## config.mk

```make
export PLATFORM = sky130hd
export DESIGN_NAME = fcrt_front
export DESIGN_NICKNAME = d
export VERILOG_FILES = /design/src/rtl/function_call_return_tracer_core_defines.svh /design/src/rtl/fcrt_pkg.sv /design/src/rtl/fcrt_front.sv
export SDC_FILE = /design/constraint.sdc
export NUM_CORES = 1
export LEC_CHECK = 0
export BUFFER_PORTS_ARGS = -buffer_cell sky130_fd_sc_hd__buf_2
export CORE_MARGIN = 4
export CORE_UTILIZATION = 45
export DETAILED_ROUTE_END_ITERATION = 8
export GPL_TIMING_DRIVEN = 0
export PLACE_DENSITY = 0.7
export SETUP_SLACK_MARGIN = 0.5
export SYNTH_ARGS = -nofsm -noshare
export SYNTH_HDL_FRONTEND = slang
export SYNTH_SLANG_ARGS = --single-unit
```

## constraint.sdc

```tcl
create_clock -name clk_i -period 11 [get_ports clk_i]
set_input_delay 1.65 -clock clk_i [delete_from_list [all_inputs] [get_ports clk_i]]
set_output_delay 1.65 -clock clk_i [all_outputs]
set_load 0.1 [all_outputs]
```

## src/rtl/function_call_return_tracer_core_defines.svh

```systemverilog
`ifndef FUNCTION_CALL_RETURN_TRACER_CORE_DEFINES_SVH
`define FUNCTION_CALL_RETURN_TRACER_CORE_DEFINES_SVH

// Concurrent check on clk_i, quiet while rst_ni is low
`define FCRT_ASSERT(lbl, prop, msg) \
  lbl: assert property (@(posedge clk_i) disable iff (!rst_ni) prop) else $error(msg);

// Implication form of the check above
`define FCRT_ASSERT_IMP(lbl, ante, cons, msg) \
  `FCRT_ASSERT(lbl, (ante) |-> (cons), msg)

`endif

```

## src/rtl/fcrt_pkg.sv

```systemverilog
package fcrt_pkg;

  localparam int unsigned SymbolSlotsDef = 256;
  localparam int unsigned TailDepthDef   = 16;
  localparam int unsigned AddrBits       = 32;
  localparam int unsigned SymCountBits   = 9;
  localparam int unsigned SlotOutBits    = 8;
  localparam int unsigned IndexBits      = 8;
  localparam int unsigned DepthBits      = 8;
  localparam logic [DepthBits-1:0] DepthMax = 8'd255;
  localparam logic [DepthBits-1:0] DepthMin = 8'd2;
  localparam logic [DepthBits-1:0] IndentOff = 8'd3;

  typedef enum logic [1:0] {
    OP_LOAD = 2'd0,
    OP_CALL = 2'd1,
    OP_RET  = 2'd2,
    OP_NONE = 2'd3
  } op_e;

  typedef enum logic {
    CFG_PRESENT = 1'b0,
    CFG_COUNT   = 1'b1
  } cfg_idx_e;

  typedef enum logic {
    REC_CALL = 1'b0,
    REC_RET  = 1'b1
  } rec_e;

  typedef enum logic [1:0] {
    B_IDLE,
    B_SCAN,
    B_EMIT
  } back_state_e;

  typedef enum logic [1:0] {
    PH_CALL,
    PH_RET,
    PH_TOP
  } phase_e;

  typedef struct packed {
    op_e                   op;
    logic [AddrBits-1:0]   pc;
    logic [AddrBits-1:0]   target;
    logic                  tail;
    logic [IndexBits-1:0]  idx;
    logic [AddrBits-1:0]   start;
    logic [31:0]           length;
    logic                  func;
  } item_t;

endpackage

```

## src/rtl/fcrt_front.sv

```systemverilog
module fcrt_front (
  input  logic                  clk_i,
  input  logic                  rst_ni,
  input  logic                  present_i,
  input  logic                  in_valid_i,
  output logic                  in_stall_o,
  input  fcrt_pkg::item_t       in_item_i,
  output logic                  q_valid_o,
  input  logic                  q_pop_i,
  output fcrt_pkg::item_t       q_item_o
);

  fcrt_pkg::item_t buf_q [2];
  logic            wr_q, wr_d, rd_q, rd_d;
  logic [1:0]      cnt_q, cnt_d;
  logic            take, keep, pop;

  assign in_stall_o = (cnt_q == 2'd2);
  assign take       = in_valid_i && !in_stall_o;
  // drop ignored operations at the door
  assign keep = take && (in_item_i.op == fcrt_pkg::OP_LOAD ||
                         (present_i && (in_item_i.op == fcrt_pkg::OP_CALL ||
                                        in_item_i.op == fcrt_pkg::OP_RET)));
  assign pop       = q_pop_i && (cnt_q != 2'd0);
  assign q_valid_o = (cnt_q != 2'd0);
  assign q_item_o  = buf_q[rd_q];

  always_comb begin
    wr_d  = wr_q ^ keep;
    rd_d  = rd_q ^ pop;
    cnt_d = cnt_q + {1'b0, keep} - {1'b0, pop};
  end

  always_ff @(posedge clk_i) begin
    if (keep) begin
      buf_q[wr_q] <= in_item_i;
    end
  end

  always_ff @(posedge clk_i or negedge rst_ni) begin
    if (!rst_ni) begin
      wr_q  <= 1'b0;
      rd_q  <= 1'b0;
      cnt_q <= 2'd0;
    end else begin
      wr_q  <= wr_d;
      rd_q  <= rd_d;
      cnt_q <= cnt_d;
    end
  end

endmodule

```

# Word-level counts from Yosys, hierarchy flattened
# Memory sizes are Yosys's and may differ from the RTL's.
# Index checks and enable logic that the tools add are counted.
[totals] regBits=4 mem_bits_rw=280 in_bits=145 output_inout_bits=142 elab_cells=22 memories=1
[classes] addsub=2 n_eq_ne=3 n_mux=2 bitwise=2 n_reduce_logical=9
[mem_list] memory="buf_q" depth=2 width=140 read_ports=1 rd_clocked_by_memory_dff=0 wr=1 line="fcrt_front.sv:13" source="fcrt_pkg::item_t buf_q [2];"
[op_table] op="$eq 2x2->1 const B" n=2
[op_table] op="$logic_and 1x1->1" n=4
[op_table] op="$add 2x1->2" n=1
[op_table] op="$eq 2x1->1 const B" n=1
[op_table] op="$logic_not 2->1" n=1
[op_table] op="$logic_or 1x1->1" n=2
[op_table] op="$mux 1" n=2
[op_table] op="$reduce_bool 2->1" n=1
[op_table] op="$sub 2x1->2" n=1
[op_table] op="$xor 1x1->1" n=2
[op_table] op="$logic_not 1->1" n=1

# Depth between registers and ports, before layout
# Gate-level depths: netlist (run 1).
[depth] ltp_word=7 ltp_mapped=7

# Worst setup path before layout (run 1)
# Ideal clock, no wire load.
[synth_timing] kind="input -> register" from="input in_item_i[138] (netlist name)" to="memory buf_q[1][0] (netlist name), enable pin" arrival_time_ps=5635 required_ps=10483 slack_ps=4848 cell_stages=5 n_path_buf=0 path_cell_list="inv_1 > ha_1 > a21oi_1 > nor3b_1 > ha_1"
[synth_between] elab_chain_cells=7 word_cells_on_any_way=9
[synth_rtl] element="start, declared" line="fcrt_front.sv:7" source="input fcrt_pkg::item_t in_item_i,"
[synth_rtl] element="$eq 2x1->1 / $eq 2x2->1 (equally long branches)" line="fcrt_front.sv:22, fcrt_front.sv:23"
[synth_rtl] element="$logic_or 1x1->1" line="fcrt_front.sv:22" source="(present_i && (in_item_i.op == fcrt_pkg::OP_CALL ||"
[synth_rtl] element="$logic_and 1x1->1" line="fcrt_front.sv:22"
[synth_rtl] element="$logic_or 1x1->1 (*)" line="fcrt_front.sv:21" source="assign keep = take && (in_item_i.op == fcrt_pkg::OP_LOAD ||"
[synth_rtl] element="$logic_and 1x1->1 (*)" line="fcrt_front.sv:21"
[synth_rtl] element="$mux 1 (*)" line="fcrt_front.sv:35" source="if (keep) begin"
[synth_rtl] element="$mux 1 (implied by the code) (*)" line="fcrt_front.sv:36" source="buf_q[wr_q] <= in_item_i;"
[synth_rtl] element="end, declared" line="fcrt_front.sv:13"
# Mark *: on every way between the ends. The rest lies on a longest branch, timed or not.

==> impl_metrics.ini, run 1 <==
[floorplan]
die_h_um = 162
start_util = 0.457
num_rows = 56
die_x_um = 162
io-pin-count = 287
coreArea_um2 = 23500
fp.dieArea_um2 = 26400

[final_layout]
nets = 929
diodes = 0
final_cell_mix = buf_2, edfxtp_1, mux2_4, mux2_2, clkbuf_16
drive_gt1_frac = 0.606
layout_commonest_cell = buf_2
area_growth_pct = 26.2

[place]
gp_congestion = 0.734
dp.final_hpwl_mm = 14.1
io_buffers = 286

[route]
drt-vias-per-instance = 4.72
num_vias = 5282
ant_nets = 0
drt-pass1-iter-count = 5
routed_wl_mm = 20.0
drc = 0
routedWlPerCell_um = 17.9
drtIter0Drc = 272

[sta]
rsz0062_at_grt = no
fin_crit_ps = 3640
tightest_slew_ps = 799
drv_slew = 0
tns_ps = 0
min_period_over_period = 0.331
skew_ps = 11.5
fmax_mhz = 274
setup_viol = 0
slew_headroom = 0.466
final_hold_viol_count = 0

[synthesis]
synth_area_leader_cell = edfxtp_1
syn_inst = 459
synth.distinct_cells = 16
synth_seq_area_share = 0.794
synth_nets = 609
yosysWarnings = 0
syn_area_per_cell_um2 = 23.4
syn_area_um2 = 10700
yosysTopAreaCellShare = 0.784
yosys-top-cells-area = edfxtp_1, mux2_4, mux2_2
ys_seq_elements = 284

[min_path]
worstHoldPathType = flip-flop to flip-flop
min_path_cells = 1
holdCritStartpoint = cnt_q[1]

[worst_setup_path]
reg2reg_from = cnt_q[1]
start_kind = flip-flop
critPathKind = flip-flop to primary output
required_ps = 9350
end_kind = primary output
r2r_slack_ps = 8520
reg2regPathDepth = 4
crit_path_start = rd_q
path_max_fanout = 10
critPathArrivalTime_ps = 1990

[clock_tree]
cts.sinks = 284
clkLatencyLatePin_ps = 530
root_buffer = clkbuf_16
clk_pin_slew_ps = 60
cts_buffer_depth = 3
post_cts_resized = 0
cts_hold_buffers = 0
cts_tree = built
cts_buffers = 28
cts_max_level = 1
post_cts_buffers = 0

[global_route]
grt_pass1_vias = 5742
grt_use_total = 0.146
grt_max_degree = 63
antenna_found_initial = 3
overflow = 0
grt_pass1_wl_mm = 30.7

[run]
maxCapViolCount = 0

[outcome]
status = complete, no violations
## logic make-up after synthesis
kind of cell,after synthesis,share of synthesized area
mux,140,0.179
simple gates,3,0.00187
flops,284,0.794
compound gates,2,0.00117
buf+inv,22,0.0163
xor+xnor,3,0.00245
fa+ha+maj,5,0.00584
## synth_stat cells
cell,instances
xnor2_1,2
buf_6,10
edfxtp_1,280
inv_1,6
dfrtp_1,4
o21a_1,1
mux2_4,90
buf_8,1
nor3b_1,1
buf_2,5
or2_2,1
xor2_1,1
a21oi_1,1
nor2b_1,1
mux2_2,50
ha_1,5
## metal layers
| metal | GRT usage | wire length (um) |
|---|---|---|
| met1 | 0.173 | 7650 |
| met2 | 0.256 | 9930 |
| met3 | 0.0514 | 2010 |
| met4 | 0.0365 | 398 |
| met5 | 0 | 42 |
## worst paths after layout
kind                                end
setup / recovery           q_item_o[88]
hold / removal                 cnt_q[1]
setup reg to reg           buf_q[0][55]
hold reg to reg                cnt_q[1]
max in group asynchronous          rd_q
min in group asynchronous      cnt_q[1]
## critical path: stages (launching register included)
cell and delay [ps]:
dfrtp_1 370, buf_6 130, buf_8 150, buf_6 170
mux2_4 200, buf_2 430
## metrics by stage
| step | hold WS [ps] | instance area [um^2] | setup slack, ps | utilization | std cells |
|---|---|---|---|---|---|
| floorplan | 473 | 10700 | 4850 | - | 459 |
| global placement | 496 | 12500 | 3090 | 0.535 | 1064 |
| detailed placement | 519 | 12700 | 6960 | 0.540 | 1068 |
| CTS | 531 | 13500 | 7300 | 0.576 | 1118 |
| global route | 551 | 13500 | 7250 | 0.576 | 1118 |
| finish | 526 | 13500 | 7360 | 0.576 | 1118 |
## state kept, by name, indices dropped and copies added (netlist names)
signal / count
buf_q: 280
cnt_q: 2
rd_q: 1
wr_q: 1
## layout make-up
type / instances / area [um^2]
buffer: 16 / 153
clock buffer: 39 / 763
clock inverter: 11 / 76.3
fill: 1774 / 9950
inverter: 6 / 22.5
multi-input combinational: 153 / 2060
sequential: 284 / 8510
tap: 319 / 399
timing repair buffer: 290 / 1540
Power of run 1 is left out: the tool's default activity adds up to more than one toggle a clock period on the data nets, which glitch-free logic cannot reach.
==> inputs of run 2 (changes only) <==
Clock period 11 ns to 3.4 ns, I/O delays scaled along.
==> run 2 against run 1 <==
Effect of this change: via count grew 1.0%; critical path type unchanged; core utilization grew 0.37 points; register-to-register slack got worse by 7300 ps; critical endpoint is now q_item_o[86]; clock skew down 3.5 ps; worst hold slack worse by 360 ps; flip-flop and latch count unchanged; highest routed layer unchanged.
==> impl_metrics.ini, run 2 (synthesis results as in run 1) <==
[global_route]
met2_usage = 0.264
overflow = 0
grt_pass1_vias = 5926
grt_pass1_wl_mm = 31.3
grt_use_met3 = 0.0625
grt_use_total = 0.149
antenna_found_initial = 5
globalRoute.busiestLayer = met2
grt_max_degree = 70
met1_usage = 0.170

[place]
placedCellCount = 1068
io_buffers = 286
gp_congestion = 0.754
dp.final_hpwl_mm = 14.3

[final_layout]
layout_commonest_cell = buf_2
largest_register = buf_q
fillers = 1740
largest_reg_flops = 280
area_growth_pct = 27.0
nets = 931
diodes = 0
drive_gt1_frac = 0.619
reg.largest.list = buf_q: 280 flops, cnt_q: 2 flops
final_cell_mix = buf_2, edfxtp_1, mux2_4, mux2_2, clkbuf_16
fin_cells = 1119

[floorplan]
io-pin-count = 287
die_x_um = 162
coreArea_um2 = 23500
start_util = 0.457
num_rows = 56
die_h_um = 162
fp.dieArea_um2 = 26400

[worst_setup_path]
reg2reg_from = cnt_q[1]
required_ps = 2890
max_stage_delay_ps = 430
cp_top_family = buffers and inverters
critPathKind = flip-flop to primary output
start_kind = flip-flop
critPathArrivalTime_ps = 2000
path_max_fanout = 10
r2r_end = buf_q[1][63]
reg2regPathDepth = 4
cp_num_buf_inv = 4
critical_path.cell_chain = buf_6, buf_8, buf_6, mux2_4, buf_2
end_kind = primary output
cpMostUsedCell = buf_6
r2r_slack_ps = 1180
cp_slowest_cell = buf_2

[outcome]
status = complete, no violations

[route]
drt-pass1-iter-count = 4
routedWlPerCell_um = 18.3
drt-vias-per-instance = 4.77
ant_nets = 0
drtIter0Drc = 214
drc = 0
num_vias = 5337
routed_wl_mm = 20.4

[sta]
final_hold_viol_count = 0
tns_ps = 0
drv_slew = 0
fin_crit_ps = 2510
min_period_over_period = 0.739
rsz0062_at_grt = no
tightest_slew_ps = 510
fmax_mhz = 398
setup_viol = 0
skew_ps = 7.97
slew_headroom = 0.659

[clock_tree]
cts_max_level = 1
cts_buffer_depth = 3
cts_tree = built
clk_pin_slew_ps = 60
root_buffer = clkbuf_16
cts.sinks = 284
clkLatencyLatePin_ps = 530
cts_buffers = 29
post_cts_resized = 0

[min_path]
holdCritStartpoint = in_item_i[104]
worstHoldPathType = input pin to flip-flop
min_path_cells = 1
hold_end = buf_q[1][104]

[run]
maxCapViolCount = 0
-- run 2: cell count changes in the layout (fill, tap and decap cells not counted) --
cell	before	now
bufinv_16	1	3
clkbuf_1	10	2
clkinv_1	5	4
clkinv_2	4	8
clkinv_4	0	1
clkinvlp_4	1	3
dlygate4sd3_1	0	1
nor2b_1	1	0
nor2b_2	0	1
nor3b_1	1	0
nor3b_2	0	1
-- run 2: routing by layer --
layer	vias up	share of wire
li1	2466	-
met1	2615	0.37
met2	206	0.50
met3	40	0.11
met4	10	0.015
met5	-	0.0024
-- run 2: timing repair --
| item | in CTS | in global routing |
|---|---|---|
| hold endpoints to repair | 4 | 0 |
| endpoints found under the setup margin | 0 | 0 |
| buffers inserted | 0 | 0 |
| hold buffers | 1 | 0 |
-- run 2: worst register-to-register path, delay by kind of cell (launching register included) --
family	cells	cell delay [ps]
buf+inv	1	350
simple gates	2	660
flops	1	420
fa+ha+maj	1	390
-- run 2: through the flow --
step	setup WS [ps]	utilization	instance area (um^2)	hold WS, ps
3_3_place_gp	-33.3	0.536	12600	317
4_1_cts	822	0.580	13600	133
5_1_grt	805	0.580	13600	134
6_report	888	0.580	13600	165
2_1_floorplan	658	-	10800	214
3_5_place_dp	772	0.541	12700	323
-- run 2: worst max-delay path by stage --
stage,start,end,slack (ps),cells after the start
4_1_cts,rd_q,q_item_o[86],820,5
3_5_place_dp,in_item_i[139],buf_q[1][59],770,7
5_1_grt,rd_q,q_item_o[88],810,5
3_3_place_gp,in_item_i[139],buf_q[0][124],-30,6
2_1_floorplan,in_item_i[138],buf_q[1][0],660,5
6_report,rd_q,q_item_o[86],890,5
-- run 2: cell type report --
| class | count | area (um^2) | area share |
|---|---|---|---|
| sequential | 284 | 8510 | 0.625 |
| multi-input combinational | 153 | 2070 | 0.152 |
| timing repair buffer | 291 | 1550 | 0.114 |
| clock buffer | 31 | 733 | 0.0539 |
| tap | 319 | 399 | 0.0293 |
| clock inverter | 19 | 176 | 0.0130 |
| buffer | 16 | 153 | 0.0112 |
| inverter | 6 | 22.5 | 0.00165 |
Power of run 2 is left out for the same reason.
